`src/design/qcd_pkg.sv`:
```
package qcd_pkg;

    // Field and register widths
    localparam int SAMPLE_W   = 16;
    localparam int THRESH_W   = 42;
    localparam int CFG_DATA_W = 42;
    localparam int CFG_IDX_W  = 2;

    // Configuration register indexes
    localparam logic [CFG_IDX_W-1:0] REG_THRESHOLD   = 2'd0;
    localparam logic [CFG_IDX_W-1:0] REG_PASSTHROUGH = 2'd1;

    localparam logic [THRESH_W-1:0] THRESH_RESET = 42'd100000;

    // Result kinds
    localparam logic RESULT_STATUS = 1'b0;
    localparam logic RESULT_RECORD = 1'b1;

    // Handshake from the energy unit back to the sequencer
    typedef struct packed {
        logic done;
        logic detected;
    } energy_status_t;

    typedef enum logic [4:0] {
        ST_IDLE   = 5'b00001,
        ST_UPDATE = 5'b00010,
        ST_ENERGY = 5'b00100,
        ST_STATUS = 5'b01000,
        ST_RECORD = 5'b10000
    } state_t;

endpackage

```
`src/design/qcd_energy.sv`:
```
module qcd_energy #(
    parameter int ACC_W = 22
) (
    input  logic                              clk,
    input  logic                              rst_n,
    input  logic                              start,
    input  logic signed [ACC_W-1:0]           zc,
    input  logic signed [ACC_W-1:0]           zs,
    input  logic [qcd_pkg::THRESH_W-1:0]      threshold,
    output qcd_pkg::energy_status_t           status
);

    localparam int SQ_W  = 2 * ACC_W - 1;
    localparam int SUM_W = 2 * ACC_W;
    localparam int CMP_W = (SUM_W > qcd_pkg::THRESH_W) ? SUM_W : qcd_pkg::THRESH_W;

    logic [3:0]                 stage_reg;
    logic [3:0]                 stage_next;
    logic signed [ACC_W-1:0]    mul_op;
    logic signed [2*ACC_W-1:0]  prod;
    logic [SQ_W-1:0]            sqc_reg;
    logic [SQ_W-1:0]            sqs_reg;
    logic [SUM_W-1:0]           sum;
    logic                       det_reg;
    logic                       det_next;

    // One shared multiplier: cosine term first, sine term next
    assign mul_op = stage_reg[0] ? zc : zs;
    assign prod   = mul_op * mul_op;

    assign sum      = SUM_W'(sqc_reg) + SUM_W'(sqs_reg);
    assign det_next = CMP_W'(sum) > CMP_W'(threshold);

    // Advance the step marker
    assign stage_next = {stage_reg[2:0], start};

    always_ff @(posedge clk or negedge rst_n)
    begin
        if (!rst_n)
        begin
            stage_reg <= '0;
            det_reg   <= 1'b0;
        end
        else
        begin
            stage_reg <= stage_next;
            if (stage_reg[2])
            begin
                det_reg <= det_next;
            end
        end
    end

    // Hold the squares
    always_ff @(posedge clk)
    begin
        if (stage_reg[0])
        begin
            sqc_reg <= prod[SQ_W-1:0];
        end
        if (stage_reg[1])
        begin
            sqs_reg <= prod[SQ_W-1:0];
        end
    end

    assign status.done     = stage_reg[3];
    assign status.detected = det_reg;

endmodule

```
`src/design/quadrature_correlation_detector_core.sv`:
```
// Channel   | Handshake                  | Payload
// ----------+----------------------------+--------------------------------------------
// input     | in_valid / in_ready        | sample_in
// output    | out_valid / out_ready      | result_kind, sample_out, detected, last_record
// config    | cfg_we (no wait)           | cfg_index, cfg_data
//
// A sample reaches its status transaction through one window memory read, one
// read-modify-write of the running correlation sums, and four steps of the shared
// squaring multiplier and energy compare. On detection, WINDOW record transactions
// follow one per cycle unless the output stalls, set by the single memory read port.
// Reset clears the window at once through per-slot valid bits. A stalled output holds the
// sequencer; a new sample is taken while the last record waits in the output register.
module quadrature_correlation_detector_core #(
    parameter int WINDOW = 40
) (
    input  logic                                clk,
    input  logic                                rst_n,
    input  logic                                in_valid,
    output logic                                in_ready,
    input  logic signed [qcd_pkg::SAMPLE_W-1:0] sample_in,
    output logic                                out_valid,
    input  logic                                out_ready,
    output logic                                result_kind,
    output logic signed [qcd_pkg::SAMPLE_W-1:0] sample_out,
    output logic                                detected,
    output logic                                last_record,
    input  logic                                cfg_we,
    input  logic [qcd_pkg::CFG_IDX_W-1:0]       cfg_index,
    input  logic [qcd_pkg::CFG_DATA_W-1:0]      cfg_data
);

    localparam int SW    = qcd_pkg::SAMPLE_W;
    localparam int IDX_W = $clog2(WINDOW);
    localparam int CNT_W = $clog2(WINDOW + 1);
    localparam int ACC_W = SW + $clog2((WINDOW + 1) / 2) + 1;

    qcd_pkg::state_t                 state_reg;
    qcd_pkg::state_t                 state_next;

    logic [qcd_pkg::THRESH_W-1:0]    thresh_reg;
    logic                            pass_reg;

    logic [IDX_W-1:0]                pos_reg;
    logic [IDX_W-1:0]                pos_next;
    logic [IDX_W-1:0]                pos_inc;
    logic signed [ACC_W-1:0]         zc_reg;
    logic signed [ACC_W-1:0]         zc_next;
    logic signed [ACC_W-1:0]         zs_reg;
    logic signed [ACC_W-1:0]         zs_next;
    logic signed [SW-1:0]            smp_reg;

    // Window memory and its valid bits
    logic signed [SW-1:0]            window_mem [WINDOW];
    logic [WINDOW-1:0]               slot_valid_reg;
    logic [IDX_W-1:0]                rd_addr;
    logic                            rd_en;
    logic signed [SW-1:0]            rd_data_reg;
    logic                            rd_valid_reg;
    logic                            mem_we;
    logic [IDX_W-1:0]                mem_waddr;
    logic signed [SW-1:0]            mem_wdata;
    logic signed [SW-1:0]            old_smp;
    logic signed [SW:0]              diff;
    logic signed [ACC_W-1:0]         diff_ext;

    // Record walk
    logic [IDX_W-1:0]                rec_addr_reg;
    logic [IDX_W-1:0]                rec_addr_next;
    logic [IDX_W-1:0]                rec_inc;
    logic [CNT_W-1:0]                rec_cnt_reg;
    logic [CNT_W-1:0]                rec_cnt_next;
    logic                            pend_reg;
    logic                            pend_next;
    logic                            can_load;
    logic                            rec_issue;
    logic                            rec_consume;
    logic                            rec_last;

    // Output register
    logic                            out_valid_reg;
    logic                            out_valid_next;
    logic                            out_load;
    logic                            out_kind_reg;
    logic                            out_kind_next;
    logic signed [SW-1:0]            out_smp_reg;
    logic signed [SW-1:0]            out_smp_next;
    logic                            out_det_reg;
    logic                            out_det_next;
    logic                            out_last_reg;
    logic                            out_last_next;

    logic                            in_accept;
    logic                            energy_start;
    qcd_pkg::energy_status_t         energy_status;

    assign in_ready  = (state_reg == qcd_pkg::ST_IDLE);
    assign in_accept = in_valid && in_ready;
    assign can_load  = !out_valid_reg || out_ready;

    assign pos_inc = (pos_reg == IDX_W'(WINDOW - 1)) ? '0 : pos_reg + 1'b1;
    assign rec_inc = (rec_addr_reg == IDX_W'(WINDOW - 1)) ? '0 : rec_addr_reg + 1'b1;

    // Slot read: current write slot, or the record walk address
    assign rd_addr = (state_reg == qcd_pkg::ST_RECORD) ? rec_addr_reg : pos_reg;

    // Old slot value, never-written slots read as zero
    assign old_smp  = rd_valid_reg ? rd_data_reg : '0;
    assign diff     = {smp_reg[SW-1], smp_reg} - {old_smp[SW-1], old_smp};
    assign diff_ext = ACC_W'(diff);

    assign rec_consume = (state_reg == qcd_pkg::ST_RECORD) && pend_reg && can_load;
    assign rec_issue   = (state_reg == qcd_pkg::ST_RECORD) &&
                         (rec_cnt_reg != CNT_W'(WINDOW)) && (!pend_reg || can_load);
    assign rec_last    = (rec_cnt_reg == CNT_W'(WINDOW));

    // Hold the pending record slot while the output stalls
    assign rd_en = (state_reg != qcd_pkg::ST_RECORD) || rec_issue;

    assign energy_start = (state_reg == qcd_pkg::ST_UPDATE);

    always_comb
    begin
        state_next     = state_reg;
        pos_next       = pos_reg;
        zc_next        = zc_reg;
        zs_next        = zs_reg;
        rec_addr_next  = rec_addr_reg;
        rec_cnt_next   = rec_cnt_reg;
        pend_next      = pend_reg;
        mem_we         = 1'b0;
        mem_waddr      = pos_reg;
        mem_wdata      = smp_reg;
        out_load       = 1'b0;
        out_kind_next  = qcd_pkg::RESULT_STATUS;
        out_smp_next   = '0;
        out_det_next   = 1'b0;
        out_last_next  = 1'b0;

        case (state_reg)
            qcd_pkg::ST_IDLE:
            begin
                if (in_accept)
                begin
                    state_next = qcd_pkg::ST_UPDATE;
                end
            end
            qcd_pkg::ST_UPDATE:
            begin
                // Write the sample back and fold its change into one sum
                mem_we = 1'b1;
                if (pos_reg[0])
                begin
                    zs_next = pos_reg[1] ? zs_reg - diff_ext : zs_reg + diff_ext;
                end
                else
                begin
                    zc_next = pos_reg[1] ? zc_reg - diff_ext : zc_reg + diff_ext;
                end
                state_next = qcd_pkg::ST_ENERGY;
            end
            qcd_pkg::ST_ENERGY:
            begin
                if (energy_status.done)
                begin
                    state_next = qcd_pkg::ST_STATUS;
                end
            end
            qcd_pkg::ST_STATUS:
            begin
                if (can_load)
                begin
                    out_load      = 1'b1;
                    out_kind_next = qcd_pkg::RESULT_STATUS;
                    out_smp_next  = pass_reg ? smp_reg : '0;
                    out_det_next  = energy_status.detected;
                    if (energy_status.detected)
                    begin
                        // Window gets cleared by the walk, sums drop to zero
                        zc_next       = '0;
                        zs_next       = '0;
                        rec_addr_next = pos_inc;
                        rec_cnt_next  = '0;
                        pend_next     = 1'b0;
                        state_next    = qcd_pkg::ST_RECORD;
                    end
                    else
                    begin
                        pos_next   = pos_inc;
                        state_next = qcd_pkg::ST_IDLE;
                    end
                end
            end
            qcd_pkg::ST_RECORD:
            begin
                if (rec_consume)
                begin
                    out_load      = 1'b1;
                    out_kind_next = qcd_pkg::RESULT_RECORD;
                    out_smp_next  = old_smp;
                    out_det_next  = 1'b1;
                    out_last_next = rec_last;
                    if (rec_last)
                    begin
                        state_next = qcd_pkg::ST_IDLE;
                    end
                end
                // Read the next slot and zero it behind the read
                if (rec_issue)
                begin
                    mem_we        = 1'b1;
                    mem_waddr     = rec_addr_reg;
                    mem_wdata     = '0;
                    rec_addr_next = rec_inc;
                    rec_cnt_next  = rec_cnt_reg + 1'b1;
                    pend_next     = 1'b1;
                end
                else if (rec_consume)
                begin
                    pend_next = 1'b0;
                end
            end
            default:
            begin
                state_next = qcd_pkg::ST_IDLE;
            end
        endcase
    end

    always_comb
    begin
        out_valid_next = out_valid_reg;
        if (out_load)
        begin
            out_valid_next = 1'b1;
        end
        else if (out_ready)
        begin
            out_valid_next = 1'b0;
        end
    end

    // Control state
    always_ff @(posedge clk or negedge rst_n)
    begin
        if (!rst_n)
        begin
            state_reg      <= qcd_pkg::ST_IDLE;
            pos_reg        <= '0;
            zc_reg         <= '0;
            zs_reg         <= '0;
            rec_addr_reg   <= '0;
            rec_cnt_reg    <= '0;
            pend_reg       <= 1'b0;
            out_valid_reg  <= 1'b0;
            slot_valid_reg <= '0;
            rd_valid_reg   <= 1'b0;
        end
        else
        begin
            state_reg     <= state_next;
            pos_reg       <= pos_next;
            zc_reg        <= zc_next;
            zs_reg        <= zs_next;
            rec_addr_reg  <= rec_addr_next;
            rec_cnt_reg   <= rec_cnt_next;
            pend_reg      <= pend_next;
            out_valid_reg <= out_valid_next;
            if (rd_en)
            begin
                rd_valid_reg <= slot_valid_reg[rd_addr];
            end
            if (mem_we)
            begin
                slot_valid_reg[mem_waddr] <= 1'b1;
            end
        end
    end

    // Configuration registers
    always_ff @(posedge clk or negedge rst_n)
    begin
        if (!rst_n)
        begin
            thresh_reg <= qcd_pkg::THRESH_RESET;
            pass_reg   <= 1'b0;
        end
        else if (cfg_we)
        begin
            if (cfg_index == qcd_pkg::REG_THRESHOLD)
            begin
                thresh_reg <= cfg_data[qcd_pkg::THRESH_W-1:0];
            end
            else if (cfg_index == qcd_pkg::REG_PASSTHROUGH)
            begin
                pass_reg <= cfg_data[0];
            end
        end
    end

    // Window memory, one write and one registered read per cycle
    always_ff @(posedge clk)
    begin
        if (mem_we)
        begin
            window_mem[mem_waddr] <= mem_wdata;
        end
        if (rd_en)
        begin
            rd_data_reg <= window_mem[rd_addr];
        end
    end

    // Payload registers
    always_ff @(posedge clk)
    begin
        if (in_accept)
        begin
            smp_reg <= sample_in;
        end
        if (out_load)
        begin
            out_kind_reg <= out_kind_next;
            out_smp_reg  <= out_smp_next;
            out_det_reg  <= out_det_next;
            out_last_reg <= out_last_next;
        end
    end

    qcd_energy #(
        .ACC_W (ACC_W)
    ) u_energy (
        .clk       (clk),
        .rst_n     (rst_n),
        .start     (energy_start),
        .zc        (zc_reg),
        .zs        (zs_reg),
        .threshold (thresh_reg),
        .status    (energy_status)
    );

    assign out_valid   = out_valid_reg;
    assign result_kind = out_kind_reg;
    assign sample_out  = out_smp_reg;
    assign detected    = out_det_reg;
    assign last_record = out_last_reg;

endmodule

```
`config.mk`:
```
export PLATFORM = sky130hd
export DESIGN_NAME = quadrature_correlation_detector_core
export DESIGN_NICKNAME = d
export VERILOG_FILES = /design/src/design/qcd_pkg.sv /design/src/design/qcd_energy.sv /design/src/design/quadrature_correlation_detector_core.sv
export SDC_FILE = /design/constraint.sdc
export NUM_CORES = 2
export LEC_CHECK = 0
export ABC_CLOCK_PERIOD_IN_PS = 12100
export BUFFER_PORTS_ARGS = -buffer_cell sky130_fd_sc_hd__buf_2
export CAP_MARGIN = 30
export CORE_ASPECT_RATIO = 1.5
export CORE_MARGIN = 5
export CORE_UTILIZATION = 60
export CTS_BUF_LIST = sky130_fd_sc_hd__clkbuf_4 sky130_fd_sc_hd__clkbuf_8 sky130_fd_sc_hd__clkbuf_16
export CTS_CLUSTER_SIZE = 8
export DETAILED_ROUTE_END_ITERATION = 7
export HOLD_SLACK_MARGIN = 0.15
export PLACE_DENSITY = 0.81
export REMOVE_ABC_BUFFERS = 1
export SETUP_SLACK_MARGIN = 0.15
export SLEW_MARGIN = 20
export SYNTH_ARGS = -nofsm -noshare
export SYNTH_HDL_FRONTEND = slang
export SYNTH_SLANG_ARGS = --single-unit
```
`constraint.sdc`:
```
create_clock -name clk -period 12.1 [get_ports clk]
set_input_delay 2.42 -clock clk [delete_from_list [all_inputs] [get_ports clk]]
set_output_delay 2.42 -clock clk [all_outputs]
set_load 0.02 [all_outputs]
```
==> results.toml <==
[status]
outcome = "finished clean"

[grt]
grt-ovfl-total = 0
top_usage_layer = "met2"
grt_pass1_wl_um = 229000
gr-usage-all-layers = 0.300
grt_use_met1 = 0.325
grt_pass1_vias = 39700
antenna_found_initial = 3
grt_start_max_net_pins = 99
use_met2 = 0.521
grt_use_met3 = 0.0561

[drt]
first_pass_iters = 6
ant_nets = 0
wl_per_cell_um = 25.0
num_vias = 36900
vias_per_cell = 6.17
drc_errors = 0
routed_wirelength_um = 150000
drt_first_iter_violations = 3464

[yosys]
synthCells = 4472
netlist_area_um2 = 57100
synthFlopType = "edfxtp_1"
synth-edff-count = 775
yosys-top-cells-count = "edfxtp_1, inv_1, nand2_1"
synth_warnings = 0
synthArstFlopShare = 0.169
ys_seq_area_frac = 0.477
synth.most_common_cell = "edfxtp_1"
synth_top_cell_by_area = "edfxtp_1"
synth_top_cell_area_share = 0.408
avgSynthCellArea_um2 = 12.8
synthTopCellsByArea = "edfxtp_1, fa_1, mux4_2"
ys_seq_elements = 933
ys_types = 86

[timing]
worstMarginPinSlew_ns = 1.16
finalSetupViolCount = 0
min_period_over_period = 0.790
hold_viol = 0
fin_tns_setup_ns = 0
rsz0062_at_grt = "no"
slew_headroom = 0.225
fin_skew_ns = 0.0344
period_needed_ns = 9.56
slew_violations = 0
fmax_mhz = 105

[cts]
htreeDepth = 4
postCtsHoldBufs = 0
ctsResizeCount = 0
cts_max_path_buffers = 3
cts.clk_slew.worst_paths_ns = 0.05
numClockSinks = 933
cts_tree = "done"
numCtsBuffers = 135
clk_latency_ns = 0.76
ctsRootBufferMaster = "clkbuf_16"
cts_setup_buffers = 0

[floorplanning]
die_y_um = 388
dieArea_um2 = 102000
initial_core_util = 0.604
die_w_um = 262
pin_count = 86
fp.coreArea_um2 = 94400
rows = 138

[placed_design]
dp_hpwl_um = 104000
numPortBuffers = 85
place_congestion = 0.965

[critical_path]
required_ns = 12.57
crit_start = "u_energy.stage_reg[0]"
path_class = "register to register"
rr_startpoint = "u_energy.stage_reg[0]"
crit_arrival_ns = 10.04
cp-start-kind = "register"
cp_cell_sequence = "buf_4 > mux2i_1 > clkinv_1 > buf_4 > nand2_1 > fa_1 > inv_1 > fa_1 > fa_1 > inv_1 > fa_1 > fa_1 > fa_1 > fa_1 > inv_1 > ha_1 > a21o_1 > a21o_1 > or3_1 > a311oi_1 > o31ai_1 > a21oi_1 > xnor2_1"
r2r_end = "u_energy.sqs_reg[41]"
crit_end = "u_energy.sqs_reg[41]"
ff2ff_path_depth = 23
critPathMaxFanout = 51
crit_path_end_kind = "register"
max_stage_delay_ns = 0.97
reg2reg_setup_slack_ns = 2.54
crit_slowest_cell = "mux2i_1"
path_common_cell = "fa_1"

[min_path]
hp-class = "register to register"

[layout]
regMostFlops = "window_mem"
finalNetCount = 5446
layout-drive-gt1-share = 0.147
largest_register_ff_count = 640
area_growth_pct = 11.5

[run]
drv_cap = 0
-- worst min-delay path by stage --
stage	cells after the start	slack (ns)	to	start
global placement	1	0.44	slot_valid_reg[17]	slot_valid_reg[17]
detailed placement	1	0.45	slot_valid_reg[17]	slot_valid_reg[17]
finish	1	0.46	slot_valid_reg[17]	slot_valid_reg[17]
CTS	1	0.46	slot_valid_reg[17]	slot_valid_reg[17]
floorplan	0	0.37	u_energy.stage_reg[3]	u_energy.stage_reg[2]
global route	1	0.46	slot_valid_reg[17]	slot_valid_reg[17]
-- layout make-up --
cell class	instances	area [um^2]
inverters	675	2530
flip-flops and latches	933	27200
repair buffers	188	1260
fillers	6441	30800
well taps	1260	1580
clock inverters	13	208
diodes	1	2.50
clock buffers	207	3980
multi-input cells	2713	26800
-- worst max-delay path: cells and delay by family (launching register included) --
kind / cells / cell delay, ns
AO/OA/AOI/OAI: 5 / 1.25
XOR/XNOR: 1 / 0.11
adder cells (fa/ha/maj): 8 / 4.30
buffers and inverters: 6 / 1.52
flip-flops: 1 / 0.61
multiplexers: 1 / 0.97
AND/OR/NAND/NOR: 2 / 0.48
-- placed cells by master, fill, tap and decap left out, types with 49 or more instances in the layout --
cell type / netlist / final
nand2_1: 462 / 462
nand3_1: 74 / 74
xor2_1: 49 / 49
a21o_1: 79 / 79
xnor2_1: 100 / 100
edfxtp_1: 775 / 775
buf_4: 14 / 90
mux4_2: 170 / 170
buf_2: 21 / 85
a21oi_1: 114 / 114
clkbuf_4: 0 / 69
inv_1: 669 / 669
nor2_1: 234 / 227
clkbuf_16: 0 / 138
ha_1: 285 / 285
fa_1: 450 / 450
dfrtp_1: 151 / 149
o21ai_0: 127 / 126
-- kinds of logic (layout without fill, tap and decap cells) --
kind of cell	count (synthesis)	count (layout)	share of synthesized area
and+or+nand+nor	1051	1051	0.0833
DFF	933	933	0.477
buffers and inverters	826	1083	0.0557
adders and majority gates	735	735	0.220
AOI/OAI and AO/OA	563	563	0.0652
muxes	215	215	0.0757
xor gates and xnor gates	149	149	0.0229
other	0	1	0
-- metal layers --
layer,wire [um],vias to the layer above
met2,77000,2006
met4,13900,2
li1,-,15800
met1,47600,18500
met5,13,-
met3,11300,608
-- metrics by stage --
step | instances | cell area [um^2] | hold slack [ns] | util | setup slack [ns]
2_1_floorplan | 4321 | 56400 | 0.367 | - | 3.03
3_3_place_gp | 5755 | 59300 | 0.441 | 0.628 | 2.83
3_5_place_dp | 5763 | 59400 | 0.449 | 0.629 | 2.70
4_1_cts | 5983 | 63600 | 0.459 | 0.673 | 2.71
5_1_grt | 5989 | 63600 | 0.464 | 0.674 | 2.23
6_report | 5990 | 63600 | 0.456 | 0.674 | 2.54
Power is left out: the tool's default activity adds up to more than one toggle a clock period on the data nets, which glitch-free logic cannot reach.
